**src/hdl/frwa_pkg.sv**
```systemverilog
`timescale 1ns / 1ps
// ----------------------------------------------------------------------------
// frwa_pkg
// Shared types and constants of the frame rate window averager.
// ----------------------------------------------------------------------------
package frwa_pkg;

    localparam int TIME_W    = 32;
    localparam int TGT_W     = 10;
    localparam int FPS_W     = 22;
    localparam int DT_W      = 32;
    localparam int DELAY_W   = 10;

    localparam int WINDOW_DEF = 10;

    localparam int FPS_SCALE = 256000;
    localparam int MS_PER_S  = 1000;

    // Numerator widths of the period and budget divisions
    localparam int PER_NUM_W = 20;
    localparam int BUD_NUM_W = 10;

    localparam logic [TGT_W-1:0]     TGT_RESET   = TGT_W'(120);
    localparam logic [FPS_W-1:0]     FPS_MAX     = {FPS_W{1'b1}};
    localparam logic [FPS_W-1:0]     FPS_DEFAULT = FPS_W'(15360);
    localparam logic [DT_W-1:0]      DT_DEFAULT  = DT_W'(16667);
    localparam logic [PER_NUM_W-1:0] US_PER_S    = PER_NUM_W'(1000000);
    // 1000 placed at the top of the period numerator field
    localparam logic [PER_NUM_W-1:0] BUD_NUM_ALIGNED =
        PER_NUM_W'(MS_PER_S) << (PER_NUM_W - BUD_NUM_W);

    typedef struct packed {
        logic              action;
        logic [TIME_W-1:0] now_ms;
    } t_in_item;

    typedef struct packed {
        logic [FPS_W-1:0]   fps_q8;
        logic [DT_W-1:0]    delta_time_us;
        logic [DELAY_W-1:0] delay_ms;
    } t_out_item;

    localparam logic ACT_BEGIN = 1'b0;
    localparam logic ACT_END   = 1'b1;

endpackage

```
**src/hdl/frwa_div.sv**
```systemverilog
`timescale 1ns / 1ps
// ----------------------------------------------------------------------------
// frwa_div
// Bit-serial restoring divider: one quotient bit per cycle, the numerator
// taken MSB first from a shift register for a given number of bits.
// ----------------------------------------------------------------------------
module frwa_div #(
    parameter int NW = 46,
    parameter int DW = 36
) (
    input  logic                     i_clk,
    input  logic                     i_rst_n,
    input  logic                     i_start,
    input  logic [$clog2(NW+1)-1:0]  i_bits,
    input  logic [NW-1:0]            i_num,
    input  logic [DW-1:0]            i_div,
    output logic                     o_busy,
    output logic [NW-1:0]            o_quot
);

    localparam int BW = $clog2(NW + 1);

    logic [NW-1:0] r_num;
    logic [NW-1:0] r_quot;
    logic [DW-1:0] r_rem;
    logic [DW-1:0] r_div;
    logic [BW-1:0] r_left;
    logic          r_busy;

    logic [DW:0]   w_trial;
    logic [DW:0]   w_diff;
    logic          w_ge;
    logic [DW-1:0] n_rem;

    assign w_trial = {r_rem, r_num[NW-1]};
    assign w_diff  = w_trial - {1'b0, r_div};
    assign w_ge    = w_trial >= {1'b0, r_div};
    // Remainder stays below the divisor, so the difference fits DW bits
    assign n_rem   = w_ge ? w_diff[DW-1:0] : w_trial[DW-1:0];

    always_ff @(posedge i_clk) begin
        if (!i_rst_n) begin
            r_busy <= 1'b0;
            r_left <= '0;
        end else if (i_start) begin
            r_busy <= (i_bits != '0);
            r_left <= i_bits;
        end else if (r_busy) begin
            r_busy <= (r_left != BW'(1));
            r_left <= r_left - BW'(1);
        end
    end

    always_ff @(posedge i_clk) begin
        if (i_start) begin
            r_num  <= i_num;
            r_div  <= i_div;
            r_rem  <= '0;
            r_quot <= '0;
        end else if (r_busy) begin
            r_num  <= r_num << 1;
            r_rem  <= n_rem;
            r_quot <= {r_quot[NW-2:0], w_ge};
        end
    end

    assign o_busy = r_busy;
    assign o_quot = r_quot;

`ifndef ASSERT_OFF
    a_rem_below_div: assert property (@(posedge i_clk) disable iff (!i_rst_n)
        r_busy && r_div != '0 |-> r_rem < r_div)
        else $error("frwa_div: remainder not below divisor");
    a_start_busy: assert property (@(posedge i_clk) disable iff (!i_rst_n)
        i_start && i_bits != '0 |=> r_busy)
        else $error("frwa_div: start did not raise busy");
    a_last_step: assert property (@(posedge i_clk) disable iff (!i_rst_n)
        r_busy && !i_start && r_left == BW'(1) |=> !r_busy)
        else $error("frwa_div: busy past the last bit");
`endif

endmodule

```
**src/hdl/frame_rate_window_averager_unit.sv**
```systemverilog
`timescale 1ns / 1ps
// ----------------------------------------------------------------------------
// frame_rate_window_averager_unit
// Frame rate meter over a sliding window of frame-end intervals.
// ----------------------------------------------------------------------------
// A begin item is taken without leaving the idle state and gives no result. An
// end item updates the interval ring (kept in a small memory) and the running
// sum in the states SUB and ADD, forms the numerators in MUL, then runs two
// bit-serial dividers side by side in two rounds: count/sum for the frame rate
// with the target period next to it, then sum/count for the averaged frame time
// with the frame budget next to it. Each round lasts until both dividers have
// given all their bits. The result waits in an output register; the next item
// is taken once the result is loaded there, so a stalled output holds it back.
// ----------------------------------------------------------------------------
module frame_rate_window_averager_unit #(
    parameter int WINDOW = frwa_pkg::WINDOW_DEF
) (
    input  logic                         i_clk,
    input  logic                         i_rst_n,
    input  logic                         i_in_valid,
    output logic                         o_in_stall,
    input  frwa_pkg::t_in_item           i_in_item,
    output logic                         o_out_valid,
    input  logic                         i_out_stall,
    output frwa_pkg::t_out_item          o_out_item,
    input  logic                         i_cfg_valid,
    output logic                         o_cfg_ready,
    input  logic [frwa_pkg::TGT_W-1:0]   i_cfg_data
);

    localparam int TIME_W    = frwa_pkg::TIME_W;
    localparam int TGT_W     = frwa_pkg::TGT_W;
    localparam int DT_W      = frwa_pkg::DT_W;
    localparam int FPS_W     = frwa_pkg::FPS_W;
    localparam int DELAY_W   = frwa_pkg::DELAY_W;
    localparam int PER_NUM_W = frwa_pkg::PER_NUM_W;
    localparam int BUD_NUM_W = frwa_pkg::BUD_NUM_W;
    localparam int SLOT_W    = (WINDOW > 1) ? $clog2(WINDOW) : 1;
    localparam int CNT_W     = $clog2(WINDOW + 1);
    localparam int SUM_W     = TIME_W + CNT_W;
    localparam int AVG_NUM_W = SUM_W + 10;
    localparam int FPS_NUM_W = $clog2(frwa_pkg::FPS_SCALE * WINDOW + 1);
    localparam int B0_W      = $clog2(AVG_NUM_W + 1);
    localparam int B1_W      = $clog2(PER_NUM_W + 1);

    typedef enum logic [8:0] {
        S_IDLE  = 9'b000000001,
        S_SUB   = 9'b000000010,
        S_ADD   = 9'b000000100,
        S_MUL   = 9'b000001000,
        S_DIVA  = 9'b000010000,
        S_WAITA = 9'b000100000,
        S_DIVB  = 9'b001000000,
        S_WAITB = 9'b010000000,
        S_OUT   = 9'b100000000
    } t_state;

    t_state r_state, n_state;

    logic [TGT_W-1:0]     r_tgt;
    logic [TGT_W-1:0]     w_tgt_eff;
    logic [TIME_W-1:0]    r_ring [WINDOW];
    logic [TIME_W-1:0]    r_rd;
    logic [SLOT_W-1:0]    r_slot;
    logic [CNT_W-1:0]     r_cnt;
    logic [SUM_W-1:0]     r_sum;
    logic [TIME_W-1:0]    r_last_end;
    logic                 r_last_valid;
    logic [TIME_W-1:0]    r_frame_start;
    logic [TIME_W-1:0]    r_interval;
    logic [TIME_W-1:0]    r_frame_ms;
    logic [FPS_NUM_W-1:0] r_fps_num;
    logic [AVG_NUM_W-1:0] r_avg_num;
    logic [AVG_NUM_W-1:0] w_sum_x;
    logic [FPS_W-1:0]     r_fps;
    logic [PER_NUM_W-1:0] r_period;
    logic                 r_out_valid;
    frwa_pkg::t_out_item  r_out_item;

    logic                 w_in_acc;
    logic                 w_out_free;
    logic                 w_sum_zero;
    logic                 w_full;

    logic                 w_start;
    logic [B0_W-1:0]      w_bits0;
    logic [AVG_NUM_W-1:0] w_num0;
    logic [SUM_W-1:0]     w_div0;
    logic                 w_busy0;
    logic [AVG_NUM_W-1:0] w_quot0;
    logic [B1_W-1:0]      w_bits1;
    logic [PER_NUM_W-1:0] w_num1;
    logic                 w_busy1;
    logic [PER_NUM_W-1:0] w_quot1;

    logic [DT_W-1:0]      w_avg_sat;
    logic [DT_W-1:0]      w_period_ext;
    logic [DT_W-1:0]      w_dt;
    logic [BUD_NUM_W-1:0] w_budget;
    logic [DELAY_W-1:0]   w_delay;

    assign o_cfg_ready = 1'b1;
    assign o_in_stall  = (r_state != S_IDLE);
    assign w_in_acc    = i_in_valid && !o_in_stall;
    assign w_out_free  = !r_out_valid || !i_out_stall;
    assign w_sum_zero  = (r_sum == '0);
    assign w_full      = (r_cnt == CNT_W'(WINDOW));
    assign w_tgt_eff   = (r_tgt == '0) ? TGT_W'(1) : r_tgt;

    // ---- control ----------------------------------------------------------
    always_comb begin
        n_state = r_state;
        case (r_state)
            S_IDLE:  if (w_in_acc && i_in_item.action == frwa_pkg::ACT_END) begin
                n_state = S_SUB;
            end
            S_SUB:   n_state = S_ADD;
            S_ADD:   n_state = S_MUL;
            S_MUL:   n_state = S_DIVA;
            S_DIVA:  n_state = S_WAITA;
            S_WAITA: if (!w_busy0 && !w_busy1) begin
                n_state = S_DIVB;
            end
            S_DIVB:  n_state = S_WAITB;
            S_WAITB: if (!w_busy0 && !w_busy1) begin
                n_state = S_OUT;
            end
            S_OUT:   if (w_out_free) begin
                n_state = S_IDLE;
            end
            default: n_state = S_IDLE;
        endcase
    end

    always_ff @(posedge i_clk) begin
        if (!i_rst_n) begin
            r_state      <= S_IDLE;
            r_tgt        <= frwa_pkg::TGT_RESET;
            r_slot       <= '0;
            r_cnt        <= '0;
            r_sum        <= '0;
            r_last_end   <= '0;
            r_last_valid <= 1'b0;
            r_frame_start <= '0;
            r_out_valid  <= 1'b0;
        end else begin
            r_state <= n_state;
            if (i_cfg_valid) begin
                r_tgt <= i_cfg_data;
            end
            if (w_in_acc) begin
                if (i_in_item.action == frwa_pkg::ACT_END) begin
                    r_last_end   <= i_in_item.now_ms;
                    r_last_valid <= 1'b1;
                end else begin
                    r_frame_start <= i_in_item.now_ms;
                end
            end
            // drop the oldest interval once the window is full
            if (r_state == S_SUB && w_full) begin
                r_sum <= r_sum - SUM_W'(r_rd);
            end
            if (r_state == S_ADD) begin
                r_sum  <= r_sum + SUM_W'(r_interval);
                r_slot <= (r_slot == SLOT_W'(WINDOW - 1)) ? '0 : r_slot + SLOT_W'(1);
                if (!w_full) begin
                    r_cnt <= r_cnt + CNT_W'(1);
                end
            end
            if (r_state == S_OUT && w_out_free) begin
                r_out_valid <= 1'b1;
            end else if (r_out_valid && !i_out_stall) begin
                r_out_valid <= 1'b0;
            end
        end
    end

    // ---- interval ring ----------------------------------------------------
    always_ff @(posedge i_clk) begin
        if (r_state == S_ADD) begin
            r_ring[r_slot] <= r_interval;
        end
        r_rd <= r_ring[r_slot];
    end

    // x * 1000 as shifts and subtracts
    assign w_sum_x = (AVG_NUM_W'(r_sum) << 10) - (AVG_NUM_W'(r_sum) << 4)
                   - (AVG_NUM_W'(r_sum) << 3);

    always_ff @(posedge i_clk) begin
        if (w_in_acc && i_in_item.action == frwa_pkg::ACT_END) begin
            r_interval <= r_last_valid ? i_in_item.now_ms - r_last_end : '0;
            r_frame_ms <= i_in_item.now_ms - r_frame_start;
        end
        if (r_state == S_MUL) begin
            r_avg_num <= w_sum_x;
            r_fps_num <= FPS_NUM_W'(r_cnt) * FPS_NUM_W'(frwa_pkg::FPS_SCALE);
        end
        if (r_state == S_DIVB) begin
            if (w_sum_zero) begin
                r_fps <= frwa_pkg::FPS_DEFAULT;
            end else if (w_quot0 > AVG_NUM_W'(frwa_pkg::FPS_MAX)) begin
                r_fps <= frwa_pkg::FPS_MAX;
            end else begin
                r_fps <= w_quot0[FPS_W-1:0];
            end
            r_period <= w_quot1;
        end
        if (r_state == S_OUT && w_out_free) begin
            r_out_item.fps_q8        <= r_fps;
            r_out_item.delta_time_us <= w_dt;
            r_out_item.delay_ms      <= w_delay;
        end
    end

    // ---- dividers ---------------------------------------------------------
    // Round A: rate and target period. Round B: frame time and frame budget.
    assign w_start = (r_state == S_DIVA) || (r_state == S_DIVB);

    always_comb begin
        if (r_state == S_DIVA) begin
            w_bits0 = B0_W'(FPS_NUM_W);
            w_num0  = AVG_NUM_W'(r_fps_num) << (AVG_NUM_W - FPS_NUM_W);
            w_div0  = r_sum;
            w_bits1 = B1_W'(PER_NUM_W);
            w_num1  = frwa_pkg::US_PER_S;
        end else begin
            w_bits0 = B0_W'(AVG_NUM_W);
            w_num0  = r_avg_num;
            w_div0  = SUM_W'(r_cnt);
            w_bits1 = B1_W'(BUD_NUM_W);
            w_num1  = frwa_pkg::BUD_NUM_ALIGNED;
        end
    end

    frwa_div #(
        .NW (AVG_NUM_W),
        .DW (SUM_W)
    ) u_div_avg (
        .i_clk   (i_clk),
        .i_rst_n (i_rst_n),
        .i_start (w_start),
        .i_bits  (w_bits0),
        .i_num   (w_num0),
        .i_div   (w_div0),
        .o_busy  (w_busy0),
        .o_quot  (w_quot0)
    );

    frwa_div #(
        .NW (PER_NUM_W),
        .DW (TGT_W)
    ) u_div_tgt (
        .i_clk   (i_clk),
        .i_rst_n (i_rst_n),
        .i_start (w_start),
        .i_bits  (w_bits1),
        .i_num   (w_num1),
        .i_div   (w_tgt_eff),
        .o_busy  (w_busy1),
        .o_quot  (w_quot1)
    );

    // ---- result -----------------------------------------------------------
    always_comb begin
        if (w_sum_zero) begin
            w_avg_sat = frwa_pkg::DT_DEFAULT;
        end else if (|w_quot0[AVG_NUM_W-1:DT_W]) begin
            w_avg_sat = '1;
        end else begin
            w_avg_sat = w_quot0[DT_W-1:0];
        end
    end

    assign w_period_ext = DT_W'(r_period);
    assign w_dt         = (w_avg_sat > w_period_ext) ? w_avg_sat : w_period_ext;
    assign w_budget     = w_quot1[BUD_NUM_W-1:0];
    // budget is at most 1000, so a frame time below it fits the delay width
    assign w_delay      = (TIME_W'(w_budget) > r_frame_ms)
                        ? DELAY_W'(w_budget) - r_frame_ms[DELAY_W-1:0] : '0;

    assign o_out_valid = r_out_valid;
    assign o_out_item  = r_out_item;

`ifndef ASSERT_OFF
    a_cnt_range: assert property (@(posedge i_clk) disable iff (!i_rst_n)
        r_cnt <= CNT_W'(WINDOW))
        else $error("frwa: fill count beyond window");
    a_slot_range: assert property (@(posedge i_clk) disable iff (!i_rst_n)
        r_slot <= SLOT_W'(WINDOW - 1))
        else $error("frwa: write slot beyond window");
    a_out_nonempty: assert property (@(posedge i_clk) disable iff (!i_rst_n)
        o_out_valid |-> r_cnt != '0)
        else $error("frwa: result with empty window");
    a_out_load: assert property (@(posedge i_clk) disable iff (!i_rst_n)
        r_state == S_OUT && w_out_free |=> o_out_valid && r_state == S_IDLE)
        else $error("frwa: result not loaded");
`endif

endmodule

```
**config.mk**
```make
export PLATFORM = sky130hd
export DESIGN_NAME = frame_rate_window_averager_unit
export DESIGN_NICKNAME = d
export VERILOG_FILES = /design/src/hdl/frwa_pkg.sv /design/src/hdl/frwa_div.sv /design/src/hdl/frame_rate_window_averager_unit.sv
export SDC_FILE = /design/constraint.sdc
export NUM_CORES = 2
export LEC_CHECK = 0
export ABC_AREA = 1
export BUFFER_PORTS_ARGS = -buffer_cell sky130_fd_sc_hd__buf_2
export CELL_PAD_IN_SITES_DETAIL_PLACEMENT = 1
export CELL_PAD_IN_SITES_GLOBAL_PLACEMENT = 1
export CORE_MARGIN = 10
export CORE_UTILIZATION = 41
export DETAILED_ROUTE_END_ITERATION = 6
export GPL_ROUTABILITY_DRIVEN = 0
export PLACE_DENSITY_LB_ADDON = 0.1
export SLEW_MARGIN = 40
export SYNTH_ARGS = -nofsm -noshare
export SYNTH_HDL_FRONTEND = slang
export SYNTH_SLANG_ARGS = --single-unit
```
**constraint.sdc**
```tcl
create_clock -name i_clk -period 14.9 [get_ports i_clk]
set_clock_uncertainty 0.2 [all_clocks]
set_input_delay 2.235 -clock i_clk [delete_from_list [all_inputs] [get_ports i_clk]]
set_output_delay 2.235 -clock i_clk [all_outputs]
set_load 0.005 [all_outputs]
```
Word level (Yosys, flattened, before mapping). Memories as Yosys holds them, arrays and structs flattened. A register that Yosys moved wholly into a read port is not among the register bits. Cells that the tools add are included.

RAM bits: 320. Register bits after elaboration: 593. Word-level logic and storage cells: 135. Memories: 1. Bits of input ports: 48.

Memories: r_ring (words 10, width 32, rd ports 1, clocked after memory_dff 1, write ports 1, RTL line frame_rate_window_averager_unit.sv:62) `logic [TIME_W-1:0] r_ring [WINDOW];`.

$mul: 1. Bitwise logic cells: 2. Equality and inequality tests: 18. Multiplexer cells: 35. Order comparisons: 5. Reductions and logical operators: 27. Add/subtract/negate cells: 13.

Operator list (number): 2-to-1 mux 46 bit (3); 2-to-1 mux 36 bit (3); case mux 9 bit (9 select lines) (1); 2-to-1 mux 32 bit (2); subtractor 32 bit (2); 2-to-1 mux 20 bit (3); > comparator 46 x 22 -> 1 bit (second input constant) (1); subtractor 46 x 39 -> 46 bit (1); subtractor 46 x 40 -> 46 bit (1); >= comparator 37 x 36 -> 1 bit (1); adder 36 x 32 -> 36 bit (1); logical NOT 36 bit (1); 2-to-1 mux 9 bit (4); subtractor 36 x 32 -> 36 bit (1); subtractor 36 bit (1); > comparator 10 x 32 -> 1 bit (1); > comparator 32 x 20 -> 1 bit (1); 2-to-1 mux 22 bit (1); subtractor 10 bit (2); 2-to-1 mux 6 bit (3); 2-to-1 mux 16 bit (1); 2-to-1 mux 5 bit (3); OR reduction 14 bit (1); >= comparator 11 x 10 -> 1 bit (1); other kinds (32) (61).

Longest topological paths before layout.
Depth after elaboration: 6. Depth in mapped cells: 26. Depth with buffers taken out: 26.

Modules after synthesis. From an unflattened synthesis, not the netlist that was laid out.

Cell total of the unflattened synthesis: 6063. Area total of the unflattened synthesis: 51195.4 um2.

Modules (own cells, without submodules): frame_rate_window_averager_unit (cells an instance 4346, instances 1, area an instance 38489.4 um2); frwa_div (u_div_avg) (cells an instance 1325, instances 1, area an instance 9510.4 um2); frwa_div (u_div_tgt) (cells an instance 392, instances 1, area an instance 3195.6 um2).

Least setup slack after synthesis. No wires, ideal clock.

Kind: input to register. Start: input port i_out_stall. End: register r_out_item (netlist bit o_out_item[0]), enable pin. Library setup time: 0.828 ns. Arrival time: 12.224 ns. Path slack: 1.648 ns. Cell stages on the path: 1. Cell sequence: a2111oi_0.

Cells in the longest elaborated chain, start to end: 3.

RTL lines: start: declaration (RTL line frame_rate_window_averager_unit.sv:24) `input logic i_out_stall,`; logical NOT 1 bit (RTL line frame_rate_window_averager_unit.sv:105) `assign w_out_free = !r_out_valid || !i_out_stall;`; logical OR 1 bit (RTL line frame_rate_window_averager_unit.sv:105); logical AND 1 bit (RTL line frame_rate_window_averager_unit.sv:209) `if (r_state == S_OUT && w_out_free) begin`; end: declaration (RTL line frame_rate_window_averager_unit.sv:78) `frwa_pkg::t_out_item r_out_item;`.

No other way between the ends. A chain may end at the register's enable or synchronous reset.

Worst setup path after layout.
Start: register r_sum[0]. End: register r_out_item (netlist bit o_out_item[27]), data pin.

Cells in the longest elaborated chain, start to end: 4.

RTL lines: start: declaration (RTL line frame_rate_window_averager_unit.sv:66) `logic [SUM_W-1:0] r_sum;`; start signal: assignment (RTL line frame_rate_window_averager_unit.sv:161) `r_sum <= r_sum - SUM_W'(r_rd);`; start signal: assignment (RTL line frame_rate_window_averager_unit.sv:164) `r_sum <= r_sum + SUM_W'(r_interval);`; logical NOT 36 bit * (RTL line frame_rate_window_averager_unit.sv:106) `assign w_sum_zero = (r_sum == '0);`; 2-to-1 mux 32 bit * (RTL line frame_rate_window_averager_unit.sv:266) `if (w_sum_zero) begin`; > comparator 32 x 20 -> 1 bit (RTL line frame_rate_window_averager_unit.sv:276) `assign w_dt = (w_avg_sat > w_period_ext) ? w_avg_sat : w_period_ext;`; 2-to-1 mux 20 bit * (RTL line frame_rate_window_averager_unit.sv:276); named net w_dt[17] (RTL line frame_rate_window_averager_unit.sv:98) `logic [DT_W-1:0] w_dt;`.

The timed path passes the listed nets; every way through them passes the cells marked *.

==> results.json <==
{
  "setup_viol": 0,
  "setup.worst_path.class": "flop to flop",
  "numCtsBuffers": 103,
  "synth.avg_cell_area_sq_um": 9.012,
  "slowest_delay_ns": 0.61,
  "synthToLayoutAreaGrowth_pct": 11.82,
  "start_util_pct": 41.41,
  "synth_edf_count": 647,
  "hold_viol": 0,
  "synth_cell_types": 63,
  "vdd_ir_drop_max_mv": 0.1146,
  "drt_pass1_iterations": 5,
  "dp_hpwl_um": 119100,
  "slew_headroom_pct": 41.98,
  "drt_iter0_drc": 2799,
  "cts_tree": "yes",
  "cp_common_cell": "nand2_1",
  "postCtsResizedCells": 0,
  "synthArstFlopShare_pct": 0,
  "dieArea_sq_um": 133800,
  "slowest_stage": "nand2_1",
  "antenna_found_initial": 9,
  "die_height_um": 365.8,
  "fmax_mhz": 188.5,
  "seqCellArea_sq_um": 25160,
  "cts.clk_slew.worst_paths_ns": 0.06,
  "synth_fp_nets": 5789,
  "wl_per_cell_um": 22.58,
  "start_kind": "flop",
  "final_cells": 7222,
  "yosys_warnings": 0,
  "final.setup.tns_ns": 0,
  "fillers": 13620,
  "htreeDepth": 3,
  "vias": 39050,
  "core_area_sq_um": 118400,
  "hold_buffers": 0,
  "period_share_pct": 35.61,
  "crit_fanout": 28,
  "hp-class": "flop to flop",
  "p_per_area_nw_per_um2": 131.3,
  "reg2reg_depth": 19,
  "cts.sinks": 933,
  "cts.path.max_buffers": 3,
  "dpl.cell_count": 7024,
  "grt_util_met2_pct": 38.75,
  "overflow": 0,
  "nets": 5879,
  "slew_viol_final": 0,
  "grt.met1_usage_pct": 32.51,
  "seq_area_frac_synth_pct": 51.30,
  "end_kind": "flop",
  "tightest_slew_ns": 0.8704,
  "ioPinCount": 115,
  "rsz0062_at_grt": "no",
  "multi_input_area_sq_um": 20600,
  "leakage_nw": 23.11,
  "netlist_area_sq_um": 49030,
  "drive_gt1_share_pct": 7.170,
  "ys.flop_type": "edfxtp_1",
  "root_buffer": "clkbuf_16",
  "antenna_left": 0,
  "worstPathArrival_ns": 5.56,
  "grt_max_degree": 77,
  "grt_pass1_wl_um": 247500,
  "gr-usage-met3_pct": 3.028,
  "cts_setup_buffers": 0,
  "gr-max-usage-layer": "met2",
  "wl_um": 163100,
  "r2r_slack_ns": 9.59,
  "drc": 0,
  "finalCriticalPeriod_ns": 5.305,
  "port_buffers": 113,
  "drv_cap": 0,
  "crit_chain": "inv_1 -> ha_1 -> nand2_1 -> nor2_1 -> nand2_2 -> buf_4 -> inv_1 -> nor2_1 -> nand2_1 -> ha_1 -> nand2_1 -> nor2_1 -> nand3_1 -> nor3_1 -> nor2_1 -> nand2_1 -> nand2_2 -> nand2_1 -> nand2_1",
  "clk_latency_ns": 0.72,
  "critPathRequiredTime_ns": 15.15,
  "whs_path_depth": 0,
  "outcome": "finished clean",
  "ys_ff_latch": 933,
  "viasPerCell": 5.406,
  "grt_usage_pct": 23.59,
  "row_count": 126,
  "fp.dieW_um": 365.8,
  "grt_pass1_vias": 39610,
  "syn_inst": 5441
}
## routing by layer
layer / wire, um / part of all wire [%]
met4: 4559 / 2.8
met1: 75650 / 46
met5: 73 / 0.045
met3: 6707 / 4.1
met2: 76120 / 47
## cell families after synthesis
kind of cell | synth area share (%)
and+or+nand+nor | 17.97
AOI/OAI and AO/OA | 12.78
DFF | 51.30
buffers and inverters | 6.943
adders and majority gates | 8.298
xor gates and xnor gates | 2.697
other | 0.007648
## through the flow
stage | instance area [sq um] | util, % | hold slack [ns] | setup WS [ns] | total power (W)
after global routing | 54830 | 46.31 | 0.2274 | 9.133 | 0.007544
after CTS | 54790 | 46.27 | 0.2215 | 9.651 | 0.007245
final | 54830 | 46.31 | 0.2220 | 9.595 | 0.007198
after global placement | 51230 | 43.27 | 0.2047 | 9.710 | 0.004549
after detailed placement | 51280 | 43.31 | 0.2075 | 9.673 | 0.004579
after floorplan | 49030 | - | 0.2003 | 1.648 | 0.004124
## critical path, delay by kind of cell, from the launching register on
family	cells	cell delay [ns]
DFF	1	0.55
adders and majority gates	2	0.66
and+or+nand+nor	14	2.64
buffers and inverters	3	0.93
## cells in the final DEF (no fill, tap or decap), types with 38 or more instances in the layout
cell type and n:
fa_1 42, nand3_1 309, xor2_1 106, a21oi_1 372, buf_2 112, nand2_1 1043, dfxtp_1 283, edfxtp_1 647
nor3_1 70, o22ai_1 64, a22oi_1 64, inv_1 681, xnor2_1 45, o211ai_1 53, buf_4 38, nand4_1 52
ha_1 258, nor2_1 539, o21ai_0 311, a31oi_1 38, clkbuf_16 104
## layout make-up
class                      count  share of cell area (%)
antenna                        1                0.004564
tap                         1600                   3.651
clock buffer                 128                   4.984
sequential                   933                   45.89
inverter                     698                   4.799
clock inverter                67                   1.408
multi-input combinational   3639                   37.57
timing repair buffer         156                   1.702
## worst paths after layout
check,start,end
setup / recovery,r_sum[0]$_SDFFE_PN0P_,o_out_item[27]$_DFFE_PP_
hold / removal,r_fps[4]$_SDFFCE_PN0N_,o_out_item[46]$_DFFE_PP_
setup reg to reg,r_sum[0]$_SDFFE_PN0P_,o_out_item[27]$_DFFE_PP_
hold reg to reg,r_fps[4]$_SDFFCE_PN0N_,o_out_item[46]$_DFFE_PP_
## Yosys cell counts (12+ instances only)
master	number	share of area (%)
inv_1	684	5.2
dfxtp_1	286	12
nor4_1	17	0.22
a22o_1	31	0.55
a21oi_1	372	3.8
nand2_1	1045	8.0
edfxtp_1	647	40
fa_1	42	1.7
a21o_1	25	0.38
xnor2_1	45	0.80
o21a_1	23	0.35
inv_2	13	0.10
a22oi_1	64	0.98
o211ai_1	53	0.81
ha_1	258	6.6
o21ai_1	21	0.21
a31oi_1	38	0.48
xor2_1	106	1.9
nand4_1	52	0.66
nor2_1	551	4.2
clkbuf_1	110	0.84
nand3_1	309	3.2
buf_2	37	0.38
or2_2	12	0.15
o21bai_1	32	0.49
o22ai_1	64	0.82
o21ai_0	314	3.2
nor3_1	72	0.73
## report_power, final
| group | internal [W] | leakage (nW) | switching (W) |
|---|---|---|---|
| registers | 0.00300 | 8.12 | 0.000112 |
| logic | 0.000440 | 13.3 | 0.000985 |
| clock network | 0.00154 | 1.69 | 0.00112 |
| total | 0.00498 | 23.1 | 0.00222 |
## registers in the layout, summed over array words and instances, names as in the netlist, 36 cells and up
| register | flops |
|---|---|
| o_out_item | 64 |
| u_div_avg.r_num | 43 |
| r_ring | 320 |
| r_avg_num | 43 |
| u_div_avg.o_quot | 46 |
| u_div_avg.r_rem | 36 |
| u_div_avg.r_div | 36 |
| r_sum | 36 |
(Power assumes the default switching activity.)
